[config.mk]
export PLATFORM = sky130hd
export DESIGN_NAME = serial_bank_mapper
export DESIGN_NICKNAME = d
export VERILOG_FILES = /design/src/rtl/sbm_pkg.sv /design/src/rtl/sbm_decode.sv /design/src/rtl/serial_bank_mapper.sv
export SDC_FILE = /design/constraint.sdc
export NUM_CORES = 1
export LEC_CHECK = 0
export ABC_AREA = 1
export BUFFER_PORTS_ARGS = -buffer_cell sky130_fd_sc_hd__buf_4
export CAP_MARGIN = 25
export CORE_UTILIZATION = 54
export CTS_BUF_LIST = sky130_fd_sc_hd__clkbuf_4
export CTS_CLUSTER_DIAMETER = 200
export DETAILED_ROUTE_END_ITERATION = 8
export PLACE_DENSITY_LB_ADDON = 0.12
export SYNTH_ARGS = -nofsm -noshare
export SYNTH_HDL_FRONTEND = slang
export SYNTH_SLANG_ARGS = --single-unit
[constraint.sdc]
create_clock -name clk -period 3.36 [get_ports clk]
set_input_delay 0.168 -clock clk [delete_from_list [all_inputs] [get_ports clk]]
set_output_delay 0.168 -clock clk [all_outputs]
set_load 0.01 [all_outputs]
[src/rtl/sbm_pkg.sv]
package sbm_pkg;

  localparam int CycleBitsDefault = 32;
  localparam int StampWidth = 32;
  localparam int AddrWidth = 16;
  localparam int ByteWidth = 8;
  localparam int SelWidth = 5;
  localparam int CountWidth = 3;
  localparam int BankCountWidth = 6;
  localparam int CfgIndexWidth = 1;
  localparam int CfgDataWidth = 6;

  localparam logic [CfgIndexWidth-1:0] RegBusConflict = 1'd0;
  localparam logic [CfgIndexWidth-1:0] RegPrgBankCount = 1'd1;

  localparam logic [BankCountWidth-1:0] BankCountReset = 6'd16;
  localparam logic [SelWidth-1:0] ControlReset = 5'h0C;
  localparam logic [SelWidth-1:0] PrgModeForce = 5'b01100;
  localparam logic [CountWidth-1:0] ShiftLength = 3'd5;
  localparam int FilterGap = 2;
  localparam int ResetBit = 7;

  localparam logic [1:0] TargetControl = 2'd0;
  localparam logic [1:0] TargetChrZero = 2'd1;
  localparam logic [1:0] TargetChrOne = 2'd2;
  localparam logic [1:0] TargetPrg = 2'd3;

  localparam logic [1:0] PrgModeSwitchLow = 2'd0;
  localparam logic [1:0] PrgModeSwitchHigh = 2'd1;
  localparam logic [1:0] PrgModeFixFirst = 2'd2;
  localparam logic [1:0] PrgModeFixLast = 2'd3;

  typedef struct packed {
    logic [1:0] mirroring;
    logic [SelWidth-1:0] chr_low_bank;
    logic [SelWidth-1:0] chr_high_bank;
    logic [SelWidth-1:0] prg_low_bank;
    logic [SelWidth-1:0] prg_high_bank;
    logic prg_ram_enable;
  } map_t;

endpackage

[src/rtl/sbm_decode.sv]
module sbm_decode (
  input  logic [sbm_pkg::SelWidth-1:0]       control_word,
  input  logic [sbm_pkg::SelWidth-1:0]       chr_select_zero,
  input  logic [sbm_pkg::SelWidth-1:0]       chr_select_one,
  input  logic [sbm_pkg::SelWidth-1:0]       prg_select,
  input  logic [sbm_pkg::BankCountWidth-1:0] prg_bank_count,
  output sbm_pkg::map_t                      mapping
);

  logic [sbm_pkg::BankCountWidth-1:0] last_full;
  logic [sbm_pkg::SelWidth-1:0]       last_bank;
  logic [3:0]                         b;

  assign last_full = prg_bank_count - sbm_pkg::BankCountWidth'(1);
  assign last_bank = last_full[sbm_pkg::SelWidth-1:0];
  assign b = prg_select[3:0];

  always_comb begin
    mapping.mirroring = control_word[1:0];
    mapping.prg_ram_enable = ~prg_select[4];
    // 8 KB chr mode pairs an even bank with the next one
    if (control_word[4]) begin
      mapping.chr_low_bank = chr_select_zero;
      mapping.chr_high_bank = chr_select_one;
    end else begin
      mapping.chr_low_bank = {chr_select_zero[4:1], 1'b0};
      mapping.chr_high_bank = {chr_select_zero[4:1], 1'b1};
    end
    case (control_word[3:2])
      sbm_pkg::PrgModeSwitchLow, sbm_pkg::PrgModeSwitchHigh: begin
        mapping.prg_low_bank = {1'b0, b[3:1], 1'b0};
        mapping.prg_high_bank = {1'b0, b[3:1], 1'b1};
      end
      sbm_pkg::PrgModeFixFirst: begin
        mapping.prg_low_bank = '0;
        mapping.prg_high_bank = {1'b0, b};
      end
      sbm_pkg::PrgModeFixLast: begin
        mapping.prg_low_bank = {1'b0, b};
        mapping.prg_high_bank = last_bank;
      end
      default: begin
        mapping.prg_low_bank = {1'b0, b};
        mapping.prg_high_bank = last_bank;
      end
    endcase
  end

endmodule

[src/rtl/serial_bank_mapper.sv]
// Serial-load cartridge bank mapper. Each transaction on the item channel is
// one CPU write and yields exactly one transaction on the result channel with
// the mapping in force after that write, and accepted low when its cycle stamp
// is no later than the last accepted write's stamp plus FilterGap. One item is
// accepted every clock while item_stall is low; a result passes through the
// input register, then the state update and bank decode into the result
// register. The item channel stalls only while both registers are full and the
// result is stalled. Configuration writes are meant for an idle block.
module serial_bank_mapper #(
  parameter int CYCLE_BITS = sbm_pkg::CycleBitsDefault
) (
  input  logic                                 clk,
  input  logic                                 rst,
  input  logic                                 item_valid,
  output logic                                 item_stall,
  input  logic [sbm_pkg::AddrWidth-1:0]        cpu_address,
  input  logic [sbm_pkg::ByteWidth-1:0]        write_value,
  input  logic [sbm_pkg::ByteWidth-1:0]        rom_byte,
  input  logic [sbm_pkg::StampWidth-1:0]       cycle_stamp,
  output logic                                 result_valid,
  input  logic                                 result_stall,
  output logic                                 accepted,
  output logic [1:0]                           mirroring,
  output logic [sbm_pkg::SelWidth-1:0]         chr_low_bank,
  output logic [sbm_pkg::SelWidth-1:0]         chr_high_bank,
  output logic [sbm_pkg::SelWidth-1:0]         prg_low_bank,
  output logic [sbm_pkg::SelWidth-1:0]         prg_high_bank,
  output logic                                 prg_ram_enable,
  input  logic                                 cfg_write,
  input  logic [sbm_pkg::CfgIndexWidth-1:0]    cfg_index,
  input  logic [sbm_pkg::CfgDataWidth-1:0]     cfg_data
);

  localparam int CycUsed = (CYCLE_BITS < sbm_pkg::StampWidth) ? CYCLE_BITS
                                                              : sbm_pkg::StampWidth;

  // configuration
  logic                                 bus_conflict_enable;
  logic [sbm_pkg::BankCountWidth-1:0]   prg_bank_count;

  // input register
  logic                                 s1_valid;
  logic [1:0]                           s1_target;
  logic                                 s1_clear;
  logic                                 s1_bit;
  logic [CycUsed-1:0]                   s1_cycle;

  // mapper state
  logic [sbm_pkg::SelWidth-1:0]         shift_value, shift_value_next;
  logic [sbm_pkg::CountWidth-1:0]       bits_shifted, bits_shifted_next;
  logic [sbm_pkg::SelWidth-1:0]         control_word, control_word_next;
  logic [sbm_pkg::SelWidth-1:0]         chr_select_zero, chr_select_zero_next;
  logic [sbm_pkg::SelWidth-1:0]         chr_select_one, chr_select_one_next;
  logic [sbm_pkg::SelWidth-1:0]         prg_select, prg_select_next;
  logic [CYCLE_BITS-1:0]                last_accept_cycle;

  // result register
  logic                                 res_accepted;
  sbm_pkg::map_t                        res_map;
  sbm_pkg::map_t                        map_next;

  logic                                 advance;
  logic                                 take;
  logic [sbm_pkg::ByteWidth-1:0]        val;
  logic [CycUsed:0]                     window_end;
  logic                                 too_close;
  logic [sbm_pkg::SelWidth-1:0]         shifted;
  logic [sbm_pkg::CountWidth-1:0]       count_inc;

  assign advance = s1_valid && (!result_valid || !result_stall);
  assign item_stall = s1_valid && result_valid && result_stall;
  assign take = item_valid && !item_stall;

  assign val = bus_conflict_enable ? (write_value & rom_byte) : write_value;

  always_ff @(posedge clk) begin
    if (rst) begin
      bus_conflict_enable <= 1'b0;
      prg_bank_count <= sbm_pkg::BankCountReset;
    end else if (cfg_write) begin
      case (cfg_index)
        sbm_pkg::RegBusConflict: bus_conflict_enable <= cfg_data[0];
        sbm_pkg::RegPrgBankCount: prg_bank_count <= cfg_data;
        default: ;
      endcase
    end
  end

  always_ff @(posedge clk) begin
    if (rst) begin
      s1_valid <= 1'b0;
    end else if (take) begin
      s1_valid <= 1'b1;
    end else if (advance) begin
      s1_valid <= 1'b0;
    end
  end

  always_ff @(posedge clk) begin
    if (take) begin
      s1_target <= cpu_address[14:13];
      s1_clear <= val[sbm_pkg::ResetBit];
      s1_bit <= val[0];
      s1_cycle <= cycle_stamp[CycUsed-1:0];
    end
  end

  // no wrap: the window end keeps its carry
  assign window_end = {1'b0, last_accept_cycle[CycUsed-1:0]} + (CycUsed+1)'(sbm_pkg::FilterGap);
  assign too_close = {1'b0, s1_cycle} <= window_end;

  assign shifted = {s1_bit, shift_value[sbm_pkg::SelWidth-1:1]};
  assign count_inc = bits_shifted + sbm_pkg::CountWidth'(1);

  always_comb begin
    shift_value_next = shift_value;
    bits_shifted_next = bits_shifted;
    control_word_next = control_word;
    chr_select_zero_next = chr_select_zero;
    chr_select_one_next = chr_select_one;
    prg_select_next = prg_select;
    if (!too_close) begin
      if (s1_clear) begin
        shift_value_next = '0;
        bits_shifted_next = '0;
        control_word_next = control_word | sbm_pkg::PrgModeForce;
      end else if (count_inc == sbm_pkg::ShiftLength) begin
        shift_value_next = '0;
        bits_shifted_next = '0;
        case (s1_target)
          sbm_pkg::TargetControl: control_word_next = shifted;
          sbm_pkg::TargetChrZero: chr_select_zero_next = shifted;
          sbm_pkg::TargetChrOne: chr_select_one_next = shifted;
          sbm_pkg::TargetPrg: prg_select_next = shifted;
          default: prg_select_next = shifted;
        endcase
      end else begin
        shift_value_next = shifted;
        bits_shifted_next = count_inc;
      end
    end
  end

  always_ff @(posedge clk) begin
    if (rst) begin
      shift_value <= '0;
      bits_shifted <= '0;
      control_word <= sbm_pkg::ControlReset;
      chr_select_zero <= '0;
      chr_select_one <= '0;
      prg_select <= '0;
      last_accept_cycle <= '0;
    end else if (advance) begin
      shift_value <= shift_value_next;
      bits_shifted <= bits_shifted_next;
      control_word <= control_word_next;
      chr_select_zero <= chr_select_zero_next;
      chr_select_one <= chr_select_one_next;
      prg_select <= prg_select_next;
      if (!too_close) begin
        last_accept_cycle <= CYCLE_BITS'(s1_cycle);
      end
    end
  end

  sbm_decode u_decode (
    .control_word    (control_word_next),
    .chr_select_zero (chr_select_zero_next),
    .chr_select_one  (chr_select_one_next),
    .prg_select      (prg_select_next),
    .prg_bank_count  (prg_bank_count),
    .mapping         (map_next)
  );

  always_ff @(posedge clk) begin
    if (rst) begin
      result_valid <= 1'b0;
    end else if (advance) begin
      result_valid <= 1'b1;
    end else if (!result_stall) begin
      result_valid <= 1'b0;
    end
  end

  always_ff @(posedge clk) begin
    if (advance) begin
      res_accepted <= !too_close;
      res_map <= map_next;
    end
  end

  assign accepted = res_accepted;
  assign mirroring = res_map.mirroring;
  assign chr_low_bank = res_map.chr_low_bank;
  assign chr_high_bank = res_map.chr_high_bank;
  assign prg_low_bank = res_map.prg_low_bank;
  assign prg_high_bank = res_map.prg_high_bank;
  assign prg_ram_enable = res_map.prg_ram_enable;

`ifndef SYNTHESIS
  a_count_range: assert property (@(posedge clk) disable iff (rst)
    bits_shifted < sbm_pkg::ShiftLength)
    else $error("serial count out of range");

  a_stall_only_full: assert property (@(posedge clk) disable iff (rst)
    item_stall |-> (s1_valid && result_valid))
    else $error("item stall without full pipeline");

  a_filtered_holds: assert property (@(posedge clk) disable iff (rst)
    (advance && too_close) |=> ($stable(control_word) && $stable(prg_select)
      && $stable(shift_value) && $stable(last_accept_cycle) && !res_accepted))
    else $error("filtered transaction changed state");

  a_clear_forces_mode: assert property (@(posedge clk) disable iff (rst)
    (advance && !too_close && s1_clear) |=>
      (control_word[3:2] == sbm_pkg::PrgModeFixLast && bits_shifted == '0))
    else $error("reset write did not force prg mode");

  a_stamp_taken: assert property (@(posedge clk) disable iff (rst)
    (advance && !too_close) |=>
      (last_accept_cycle == CYCLE_BITS'($past(s1_cycle)) && res_accepted))
    else $error("accepted stamp not recorded");
`endif

endmodule
# == Word level (Yosys, flattened, before mapping) ==
# Index checks and enable logic that the tools add are counted.
# totals
regBits,128
word_cells,83
# classes
n_addsub,3
order_cmp,1
eq_ne,8
n_mux,27
bitwise_logic,4
n_reduce_logical,16
# op_table
operator,n
2-to-1 mux 5 bit,19
adder 32 x 2 -> 33 bit (second input constant),1
<= comparator 32 x 33 -> 1 bit,1
one-hot mux 10 bit (3 select lines),1
AND 8 bit,1
== test 2 bit (second input constant),4
2-to-1 mux 8 bit,1
2-to-1 mux 3 bit,2
AND reduction 2 bit,3
subtractor 5 x 1 -> 5 bit (second input constant),1
== test 2 x 1 -> 1 bit (second input constant),2
logical AND 1 bit,4
logical NOT 1 bit,4
logical NOT 2 bit,2
2-to-1 mux 1 bit,4
adder 3 x 1 -> 3 bit (second input constant),1
== test 3 bit (second input constant),1
NOT 1 bit,3
inequality test 2 x 1 -> 1 bit (second input constant),1
nonzero test 2 bit,1
OR reduction 2 bit,1
logical OR 1 bit,1

# == Logic depth before layout (Yosys ltp) ==
# Gate-level depths: netlist (run 1).
# depth
word_depth,8
ltp_mapped,29

# == Hierarchy ==
# Synthesis (run 1) repeated with hierarchy kept, for this count alone.
# hier_totals
cells_unflattened,985
hier_area_um2,7325.8
# by_module_without_submodules
module,n_inst,cells_per_inst,area_per_inst_um2,seq_area_each_um2
serial_bank_mapper,1,931,7040.5,3163.0
sbm_decode,1,54,285.3,0.0

# == Worst setup path before layout (run 1) ==
# OpenSTA, ideal clock, no wires.
# synth_timing
path_type,register to register
from,register last_accept_cycle[8]
to,register res_map (netlist bit prg_low_bank[1]) (data pin)
setup_ns,0.259
t_arrival_ns,3.136
t_required_ns,3.101
path_slack_ns,-0.036
path_stages_with_launch,27
path_buffers,1
synth_period_minus_slack_ns,3.396
path_cell_list,dfxtp_1 > nand2_2 > nor2_2 > nand2_2 > nor2_8 > inv_1 > nor2_2 > inv_1 > nor2_1 > inv_1 > nor2_2 > nand2_1 > nor3b_2 > xnor2_1 > ha_1 > nand2_1 > nor3_2 > o21ai_0 > nand2_1 > nand2_1 > nand2_4 > nand2_8 > buf_8 > nand2_1 > nand2_2 > a21oi_1 > nor2_1
# synth_lines
item,line_no,rtl
start: declaration,serial_bank_mapper.sv:55,logic [CYCLE_BITS-1:0] last_accept_cycle;
start signal: assignment,serial_bank_mapper.sv:161,last_accept_cycle <= CYCLE_BITS'(s1_cycle);
end signal: assignment,serial_bank_mapper.sv:188,res_map <= map_next;
end: declaration,serial_bank_mapper.sv:59,sbm_pkg::map_t res_map;

==> results.py, run 1 <==
metrics = {
    "place": {
        "place_area_um2": 7990,
        "routabilityCongestion": 0.862,
        "place.detailed.hpwl_um": 10500,
        "io_buffers": 73,
    },
    "global_routing": {
        "grt_pass1_vias": 5983,
        "met1_usage": 0.296,
        "grt_first_pass_wirelength_um": 26500,
        "busiest_layer": "met2",
        "use_met3": 0.0559,
        "grt.overflow.total": 0,
        "grt_max_degree": 38,
        "grtUsageMet2": 0.472,
        "groute.usage.overall": 0.260,
        "grt_antenna_before_repair": 0,
    },
    "setup_path": {
        "crit_buf_inv": 9,
        "start_kind": "register",
        "cp_common_cell": "nand2_1",
        "cp.arrival_ps": 3860,
        "slowest_stage": "dfxtp_4",
        "worstPathMaxFanout": 5,
        "worst_setup_path_end_kind": "register",
        "worstPathRequired_ps": 3660,
        "cp_top_family": "simple AND/OR/NAND/NOR gates",
        "critPathKind": "reg2reg",
        "slowest_delay_ps": 370,
    },
    "synthesis": {
        "synth_top_area_share": 0.256,
        "ys_dominant_reg_cell": "dfxtp_1",
        "async_flop_share": 0,
        "yosys.area_share.xor_xnor": 0.0341,
        "syn_area_um2": 6930,
        "synthTopCellsByArea": "edfxtp_1 26%, dfxtp_1 19%, nand2_1 11%, o21ai_0 7.7%, ha_1 6.5%",
        "syn_inst": 885,
        "synth-simple-area-share": 0.247,
        "avgSynthCellArea_um2": 7.83,
        "synth_seq_cells": 126,
        "synth_sequential_area_ratio": 0.449,
        "synth_compound_area_frac": 0.125,
        "yosysWarnings": 0,
        "synth_top_family_by_area": "simple AND/OR/NAND/NOR gates",
        "netlist-cell-type-count": 43,
        "synth_nets": 997,
        "yosys.area_share.adder": 0.0650,
        "synth_edf_count": 59,
        "yosys.area.top_type": "edfxtp_1",
        "synth.area.mux_share": 0,
    },
    "cts": {
        "clockBufferDepth": 2,
        "clock_sink_count": 126,
        "cts.clk_slew.worst_paths_ps": 100,
        "root_buffer": "clkbuf_4",
        "cts-buffers-inserted": 17,
        "cts_tree": "yes",
        "clkLatencyLatePin_ps": 550,
        "htreeDepth": 4,
    },
    "drt": {
        "first_pass_iters": 5,
        "viasPerCell": 5.06,
        "ant_nets": 0,
        "vias": 6416,
        "avgRoutedWirePerCell_um": 13.1,
        "totalWireLength_um": 16700,
        "drtIter0Drc": 362,
        "post-route-drc-count": 0,
    },
    "timing": {
        "hold_viol_final": 0,
        "layout_min_cycle_time_ps": 3560,
        "finalWorstSetupSlack_ps": -196,
        "rsz0062_at_grt": "true",
        "finalSetupViolCount": 81,
        "fin_skew_ps": 16.6,
        "min_period_over_period": 1.06,
        "tightest_slew_ps": 844,
        "worst_slew_margin_rel": 0.437,
        "slew_viol_final": 0,
        "max_freq_mhz": 281,
    },
    "finish": {
        "postLayoutCellArea_um2": 9460,
        "final_common_cell": "nand2_1",
        "diodes": 0,
        "mostFrequentLayoutCells": "178 x nand2_1, 145 x buf_4, 93 x o21ai_0",
        "syn_to_final_growth_pct": 36.5,
        "reg_top3": "last_accept_cycle: 32 flops, s1_cycle: 32 flops",
        "nets": 1196,
        "drive_gt1_frac": 0.293,
    },
    "run_status": {
        "outcome": "finished, violations left",
        "violations": "negative setup slack",
    },
    "min_path": {
        "hp-class": "in2reg",
    },
    "die": {
        "io_pins": 102,
        "start_util": 0.552,
        "core-area_um2": 12600,
        "fp.dieW_um": 115,
        "rows": 41,
        "fp.dieH_um": 115,
        "dieArea_um2": 13300,
    },
    "pwr": {
        "p_per_area_nw_per_um2": 380,
        "irDropWorstVdd_mv": 0.286,
        "power.total_mw": 3.59,
        "p_leak_nw": 4.18,
    },
    "run": {
        "maxCapViolations": 0,
    },
}
[cell families after synthesis]
kind of cell | Yosys count
AO/OA/AOI/OAI | 171
XOR/XNOR | 27
adder cells (fa/ha/maj) | 36
buffers and inverters | 131
flip-flops | 126
other | 1
AND/OR/NAND/NOR | 393
[layout make-up]
cell class | instances | area (um2)
clock buffers | 21 | 158
multi-input cells | 629 | 3710
flip-flops and latches | 126 | 3130
inverters | 102 | 395
well taps | 172 | 215
clock inverters | 11 | 76.3
fillers | 924 | 3110
repair buffers | 208 | 1780
[synth_stat cells (2+ instances only)]
cell type  instances
and2_1             2
nor3_1             5
nor2_1           107
nor2_4             2
inv_2              5
o21ai_1           16
or2_2              3
xnor2_1           14
buf_8              2
xor2_1            13
nand3_1           23
nand2_1          212
nor2_2             7
inv_1             96
nand4_1            3
buf_4              4
nand2_4            4
clkbuf_1          18
ha_1              36
buf_2              3
o211ai_1           2
a21boi_0           2
nand2_2           14
nor4_1             2
edfxtp_1          59
o21ai_0          107
a21oi_1           42
dfxtp_1           67
[layer usage]
layer  share of wire  wire length, um
met1            0.42             7070
met5               0                0
met2            0.51             8530
met4           0.022              363
met3           0.041              691
[timing repair]
| action | 4_1_cts | 5_1_grt |
|---|---|---|
| gates resized for setup | 62 | 90 |
| endpoints found under the setup margin | 82 | 82 |
| gates cloned | 2 | 2 |
| buffers inserted | 16 | 12 |
| hold buffers | 49 | 0 |
| pin swaps | 17 | 31 |
| endpoints found under the hold margin | 48 | 0 |
[path summary, 6_finish.rpt]
check	endpoint	cells past startpoint	slack (ps)	start
worst max-delay path	chr_high_bank[2]$_DFFE_PP_	30	-200	last_accept_cycle[2]$_SDFFE_PP0P_
worst min register to register	prg_bank_count[1]$_SDFFE_PP0P_	2	480	prg_bank_count[1]$_SDFFE_PP0P_
worst max register to register	chr_high_bank[2]$_DFFE_PP_	30	-200	last_accept_cycle[2]$_SDFFE_PP0P_
worst min-delay path	s1_clear$_DFFE_PP_	2	40	write_value[7]
[report_power, final]
group	switching, mW	internal [mW]	total [mW]
Combinational	0.473	0.398	0.872
Clock	0.531	0.381	0.912
Sequential	0.0779	1.73	1.81
Total	1.08	2.51	3.59
[stage by stage]
step	utilization	TNS, ps	setup WS [ps]	hold WS (ps)	std cells
after global routing	0.753	-30520	-456	2.22	1269
after floorplan	-	-12.1	-12.1	267	885
after detailed placement	0.636	-14130	-284	347	1156
after global placement	0.636	-10200	-253	346	1156
final	0.753	-7390	-196	41.8	1269
after CTS	0.720	-1290	-56.6	2.62	1255
Note: power is estimated with default switching activity, not from simulation.
==> run 2: changes to the inputs <==
==> constraint.sdc (replaced) <==
create_clock -name clk -period 3.1 [get_ports clk]
set_input_delay 0.155 -clock clk [delete_from_list [all_inputs] [get_ports clk]]
set_output_delay 0.155 -clock clk [all_outputs]
set_load 0.01 [all_outputs]
==> run 2 against run 1 <==
Net effect: the run still ends with negative setup slack left; global-route usage up 0.84 points; core utilization up 0.49 points; die area unchanged; clock power up 13%; cell count down 0.71%; worst setup slack worse by 83 ps; worst hold slack better by 90 ps; clock skew up 5.1 ps; first-iteration DRC count down 0.28%; final area up 0.65%; largest power group unchanged.
==> results.py, run 2 (same netlist as run 1, synthesis figures left out) <==
metrics = {
    "die": {
        "rows": 41,
        "io_pins": 102,
        "fp.dieH_um": 115,
        "fp.dieW_um": 115,
        "dieArea_um2": 13300,
        "core-area_um2": 12600,
        "start_util": 0.552,
    },
    "timing": {
        "slew_viol_final": 0,
        "hold_viol_final": 0,
        "tightest_slew_ps": 596,
        "finalSetupViolCount": 80,
        "max_freq_mhz": 296,
        "layout_min_cycle_time_ps": 3380,
        "min_period_over_period": 1.09,
        "worst_slew_margin_rel": 0.602,
        "finalWorstSetupSlack_ps": -279,
        "rsz0062_at_grt": "true",
        "fin_skew_ps": 21.7,
    },
    "run_status": {
        "outcome": "finished, violations left",
        "violations": "negative setup slack",
    },
    "setup_path": {
        "r2r_cells": 23,
        "cp.arrival_ps": 3820,
        "r2r_end": "last_accept_cycle[20]$_SDFFE_PP0P_",
        "critPathKind": "reg2reg",
        "slowest_stage": "dfxtp_4",
        "worstPathMaxFanout": 35,
        "cp-startpoint": "last_accept_cycle[1]$_SDFFE_PP0P_",
        "start_kind": "register",
        "r2r_start": "last_accept_cycle[1]$_SDFFE_PP0P_",
        "worstPathRequired_ps": 3540,
        "worst_setup_path_end_kind": "register",
        "slowest_delay_ps": 380,
        "cp_cell_sequence": "ha_4 -> nand3_4 -> nor2_4 -> nand2_2 -> nor4_4 -> nand2_1 -> nor2_4 -> nand2_2 -> xnor2_1 -> inv_1 -> ha_1 -> nand2_1 -> nor3_4 -> nand2_1 -> nor2_1 -> nand2_2 -> nand2_4 -> nand2_8 -> nor2_4 -> buf_12 -> inv_16 -> nor2_2 -> nor2_1",
        "ff2ff_setup_slack_ps": -280,
        "cp-endpoint": "last_accept_cycle[20]$_SDFFE_PP0P_",
    },
    "finish": {
        "n_fill_cell": 891,
        "nets": 1187,
        "seq_area_um2": 3140,
        "multi_input_area_um2": 3760,
        "diodes": 0,
        "syn_to_final_growth_pct": 37.4,
        "reg_top3": "last_accept_cycle: 32 flops, s1_cycle: 32 flops",
        "final_common_cell": "nand2_1",
        "mostFrequentLayoutCells": "166 x nand2_1, 129 x buf_4, 91 x inv_1",
        "drive_gt1_frac": 0.299,
        "post_layout_nonfiller_instances": 1260,
    },
    "drt": {
        "avgRoutedWirePerCell_um": 13.7,
        "vias": 6490,
        "ant_nets": 0,
        "drtIter0Drc": 361,
        "viasPerCell": 5.15,
        "first_pass_iters": 5,
        "totalWireLength_um": 17300,
        "post-route-drc-count": 0,
    },
    "place": {
        "place.detailed.hpwl_um": 11000,
        "dp_cells": 1157,
        "io_buffers": 73,
        "routabilityCongestion": 0.923,
    },
    "cts": {
        "clock_sink_count": 126,
        "clkLatencyLatePin_ps": 560,
        "htreeDepth": 4,
        "cts-buffers-inserted": 17,
        "cts_tree": "yes",
        "cts.clk_slew.worst_paths_ps": 110,
        "clockBufferDepth": 2,
        "root_buffer": "clkbuf_4",
    },
    "pwr": {
        "switching_share": 0.301,
        "p_int_mw": 2.78,
        "power.total_mw": 3.98,
        "p_per_area_nw_per_um2": 418,
        "p_comb_frac": 0.249,
        "irDropWorstVdd_mv": 0.308,
        "power.share.clock": 0.258,
        "p_sw_mw": 1.20,
        "p_leak_nw": 4.17,
        "pwr-share-seq": 0.493,
    },
    "min_path": {
        "hp-class": "in2reg",
    },
    "global_routing": {
        "grt_antenna_before_repair": 0,
        "groute.usage.overall": 0.268,
        "grt.overflow.total": 0,
        "grt_first_pass_wirelength_um": 27900,
        "grt_max_degree": 38,
        "grt_pass1_vias": 6290,
    },
    "run": {
        "maxCapViolations": 0,
    },
}
[run 2: cell count changes in the layout (fill, tap and decap cells not counted), sizes merged]
| cell | previous run | this run |
|---|---|---|
| buf | 158 | 144 |
| dlygate4sd3 | 49 | 54 |
| clkbuf | 22 | 26 |
| clkinv | 9 | 6 |
| clkinvlp | 1 | 0 |
[run 2: stage by stage]
step | setup slack [ps] | instance area, um2 | util | hold slack [ps] | setup TNS [ps]
6_report | -279 | 9520 | 0.758 | 132 | -16040
5_1_grt | -533 | 9520 | 0.758 | 147 | -35840
4_1_cts | -259 | 9170 | 0.729 | 39.4 | -15250
3_5_place_dp | -310 | 8060 | 0.642 | 334 | -18170
3_3_place_gp | -208 | 8060 | 0.642 | 333 | -10670
2_1_floorplan | -172 | 7020 | - | 254 | -3520
[run 2: how the worst min path moves through the flow]
stage                                           endpoint       startpoint  cells past startpoint
after detailed placement          s1_cycle[22]$_DFFE_PP_  cycle_stamp[22]                      1
final                     prg_bank_count[2]$_SDFFE_PP0P_        cfg_index                      4
after global placement             s1_cycle[7]$_DFFE_PP_   cycle_stamp[7]                      1
after floorplan                    s1_cycle[0]$_DFFE_PP_   cycle_stamp[0]                      0
after global routing      prg_bank_count[2]$_SDFFE_PP0P_        cfg_index                      4
after CTS                 prg_bank_count[2]$_SDFFE_PP0P_        cfg_index                      4
[run 2: layout make-up]
class,count,share of cell area
clock buffers,25,0.0197
clock inverters,7,0.00565
inverters,102,0.0432
multi-input cells,629,0.395
flip-flops and latches,126,0.329
well taps,172,0.0226
repair buffers,199,0.184
[run 2: worst max-delay path: cells and delay by family, from the launching register on]
| family | cells | cell delay [ps] |
|---|---|---|
| adder cells (fa/ha/maj) | 2 | 430 |
| flip-flops | 1 | 380 |
| AND/OR/NAND/NOR | 17 | 1990 |
| buffers and inverters | 3 | 290 |
| XOR/XNOR | 1 | 150 |
[run 2: what timing repair did]
action / 4_1_cts / 5_1_grt
hold endpoints to repair: 49 / 0
pin swaps: 13 / 13
gates resized for setup: 82 / 79
hold buffers: 54 / 0
setup buffers: 7 / 7
gates cloned: 2 / 1
endpoints found under the setup margin: 82 / 82
[run 2: power by group through the flow]
stage,Combinational (mW),Clock [mW],Sequential (mW)
after detailed placement,0.748,0,1.99
after global placement,0.721,0,1.99
after CTS,0.894,1.06,1.96
after global routing,1.09,1.12,1.97
final,0.993,1.03,1.96
after floorplan,0.477,0,1.99
[run 2: layer usage]
layer	global-route usage	routed length, um	vias to the layer above	share of wire
met4	0.113	369	0	0.021
li1	-	-	3258	-
met3	0.0496	638	33	0.037
met2	0.496	9070	160	0.52
met5	0	0	-	0
met1	0.301	7200	3039	0.42
==> run 3: changes to the inputs <==
--- a/config.mk
+++ b/config.mk
@@ -8,11 +8,12 @@
 export ABC_AREA = 1
 export BUFFER_PORTS_ARGS = -buffer_cell sky130_fd_sc_hd__buf_4
 export CAP_MARGIN = 25
-export CORE_UTILIZATION = 54
+export CORE_UTILIZATION = 59
 export CTS_BUF_LIST = sky130_fd_sc_hd__clkbuf_4
 export CTS_CLUSTER_DIAMETER = 200
 export DETAILED_ROUTE_END_ITERATION = 8
 export PLACE_DENSITY_LB_ADDON = 0.12
+export REMOVE_ABC_BUFFERS = 1
 export SYNTH_ARGS = -nofsm -noshare
 export SYNTH_HDL_FRONTEND = slang
 export SYNTH_SLANG_ARGS = --single-unit
==> constraint.sdc (replaced) <==
create_clock -name clk -period 3.75 [get_ports clk]
set_input_delay 0.1875 -clock clk [delete_from_list [all_inputs] [get_ports clk]]
set_output_delay 0.1875 -clock clk [all_outputs]
set_load 0.01 [all_outputs]
==> run 3 against run 2 <==
Net effect: the run now ends clean; final area is 7.0% lower; worst hold slack worse by 71 ps; combinational power decreased by 30%; critical path depth rose by 7; sequential share of layout area is 2.3 points higher; non-clock buffer count down 33; first-iteration DRC count is 29% higher; clock power decreased by 11%; via count down 2.0%; critical endpoint is now chr_high_bank[1]$_DFFE_PP_; largest power group unchanged.
==> results.py, run 3 (same netlist as run 1, synthesis figures left out) <==
metrics = {
    "run_status": {
        "outcome": "complete, no violations",
    },
    "setup_path": {
        "worstPathMaxFanout": 11,
        "worstPathRequired_ps": 4070,
        "start_kind": "register",
        "slowest_delay_ps": 380,
        "ff2ff_setup_slack_ps": 180,
        "r2r_start": "last_accept_cycle[2]$_SDFFE_PP0P_",
        "critPathKind": "reg2reg",
        "r2r_end": "chr_high_bank[1]$_DFFE_PP_",
        "r2r_cells": 30,
        "cp_common_cell": "nand2_1",
        "cp.arrival_ps": 3890,
        "worst_setup_path_end_kind": "register",
        "slowest_stage": "dfxtp_2",
    },
    "cts": {
        "cts-buffers-inserted": 17,
        "cts_tree": "yes",
        "clkLatencyLatePin_ps": 560,
        "cts.clk_slew.worst_paths_ps": 110,
        "clockBufferDepth": 2,
        "htreeDepth": 4,
        "root_buffer": "clkbuf_4",
        "clock_sink_count": 126,
    },
    "global_routing": {
        "grt_antenna_before_repair": 0,
        "grt_first_pass_wirelength_um": 25900,
        "groute.usage.overall": 0.276,
        "grt_pass1_vias": 5884,
        "grt.overflow.total": 0,
        "grt_max_degree": 38,
    },
    "min_path": {
        "whs_path_depth": 3,
        "hold-path-endpoint": "prg_bank_count[0]$_SDFFE_PP0P_",
        "hp-start": "cfg_index",
        "hp-class": "in2reg",
    },
    "timing": {
        "finalSetupViolCount": 0,
        "tightest_slew_ps": 1100,
        "holdWs_ps": 61.5,
        "rsz0062_at_grt": "true",
        "setup_tns_ps": 0,
        "fin_skew_ps": 13.4,
        "max_freq_mhz": 280,
        "hold_viol_final": 0,
        "slew_viol_final": 0,
        "worst_slew_margin_rel": 0.269,
        "min_period_over_period": 0.951,
        "layout_min_cycle_time_ps": 3570,
    },
    "finish": {
        "postLayoutCellArea_um2": 8860,
        "final_common_cell": "nand2_1",
        "reg_top3": "last_accept_cycle: 32 flops, s1_cycle: 32 flops",
        "mostFrequentLayoutCells": "202 x nand2_1, 108 x buf_4, 101 x o21ai_0",
        "diodes": 0,
        "multi_input_area_um2": 3460,
        "nets": 1154,
        "fin_util": 0.776,
        "seq_area_um2": 3120,
        "syn_to_final_growth_pct": 27.8,
        "drive_gt1_frac": 0.220,
        "n_fill_cell": 804,
    },
    "drt": {
        "ant_nets": 0,
        "first_pass_iters": 5,
        "viasPerCell": 5.31,
        "totalWireLength_um": 16400,
        "post-route-drc-count": 0,
        "vias": 6357,
        "drtIter0Drc": 466,
        "avgRoutedWirePerCell_um": 13.7,
    },
    "die": {
        "io_pins": 102,
        "rows": 39,
        "start_util": 0.607,
        "dieArea_um2": 12200,
        "fp.dieH_um": 110,
        "fp.dieW_um": 110,
        "core-area_um2": 11400,
    },
    "pwr": {
        "p_per_area_nw_per_um2": 364,
        "p_leak_nw": 3.89,
        "irDropWorstVdd_mv": 0.452,
    },
    "place": {
        "place_area_um2": 7790,
        "place.detailed.hpwl_um": 10700,
        "io_buffers": 73,
        "routabilityCongestion": 0.844,
    },
    "run": {
        "maxCapViolations": 0,
    },
}
[run 3: per-layer routing]
| layer | track usage | vias to the layer above | part of all wire |
|---|---|---|---|
| li1 | - | 3186 | - |
| met1 | 0.337 | 2916 | 0.43 |
| met2 | 0.467 | 226 | 0.49 |
| met3 | 0.0711 | 29 | 0.067 |
| met4 | 0.102 | 0 | 0.014 |
| met5 | 0 | - | 0 |
[run 3: layout make-up]
type | instances | share of cell area
clock buffer | 22 | 0.0186
tap | 143 | 0.0202
inverter | 102 | 0.0444
multi-input combinational | 629 | 0.391
sequential | 126 | 0.353
timing repair buffer | 166 | 0.163
clock inverter | 9 | 0.0109
[run 3: worst max-delay path, delay by kind of cell (launching register included)]
family          cells  cell delay (ps)
fa+ha+maj           1              320
buf+inv             7              530
compound gates      1              110
simple gates       20             1880
xor+xnor            1              100
flops               1              380
[run 3: stage by stage]
| stage | std cells | setup WS, ps | total power [mW] |
|---|---|---|---|
| after floorplan | 856 | -7.14 | 2.00 |
| after global placement | 1104 | 130 | 2.20 |
| after detailed placement | 1105 | 71.7 | 2.23 |
| after CTS | 1186 | 35.6 | 3.17 |
| after global routing | 1197 | -47.0 | 3.39 |
| final | 1197 | 183 | 3.22 |
[run 3: worst max-delay path by stage]
stage	start	endpoint	slack, ps
6_report	last_accept_cycle[2]$_SDFFE_PP0P_	chr_high_bank[1]$_DFFE_PP_	180
5_1_grt	last_accept_cycle[2]$_SDFFE_PP0P_	prg_high_bank[0]$_DFFE_PP_	-50
4_1_cts	last_accept_cycle[8]$_SDFFE_PP0P_	prg_low_bank[1]$_DFFE_PP_	40
3_5_place_dp	last_accept_cycle[8]$_SDFFE_PP0P_	prg_low_bank[1]$_DFFE_PP_	70
3_3_place_gp	last_accept_cycle[8]$_SDFFE_PP0P_	prg_low_bank[2]$_DFFE_PP_	130
2_1_floorplan	result_valid$_SDFFE_PP0P_	last_accept_cycle[10]$_SDFFE_PP0P_	-7
[run 3: repair_timing]
| item | 4_1_cts | 5_1_grt |
|---|---|---|
| resized for setup | 0 | 66 |
| setup buffers | 0 | 10 |
| hold buffers | 50 | 0 |
| endpoints found under the setup margin | 0 | 80 |
| endpoints found under the hold margin | 48 | 0 |
[run 3: where the power goes]
part           switching (mW)  internal (mW)
clock network           0.491          0.420
logic                   0.383          0.307
registers              0.0720           1.55
total                   0.947           2.28
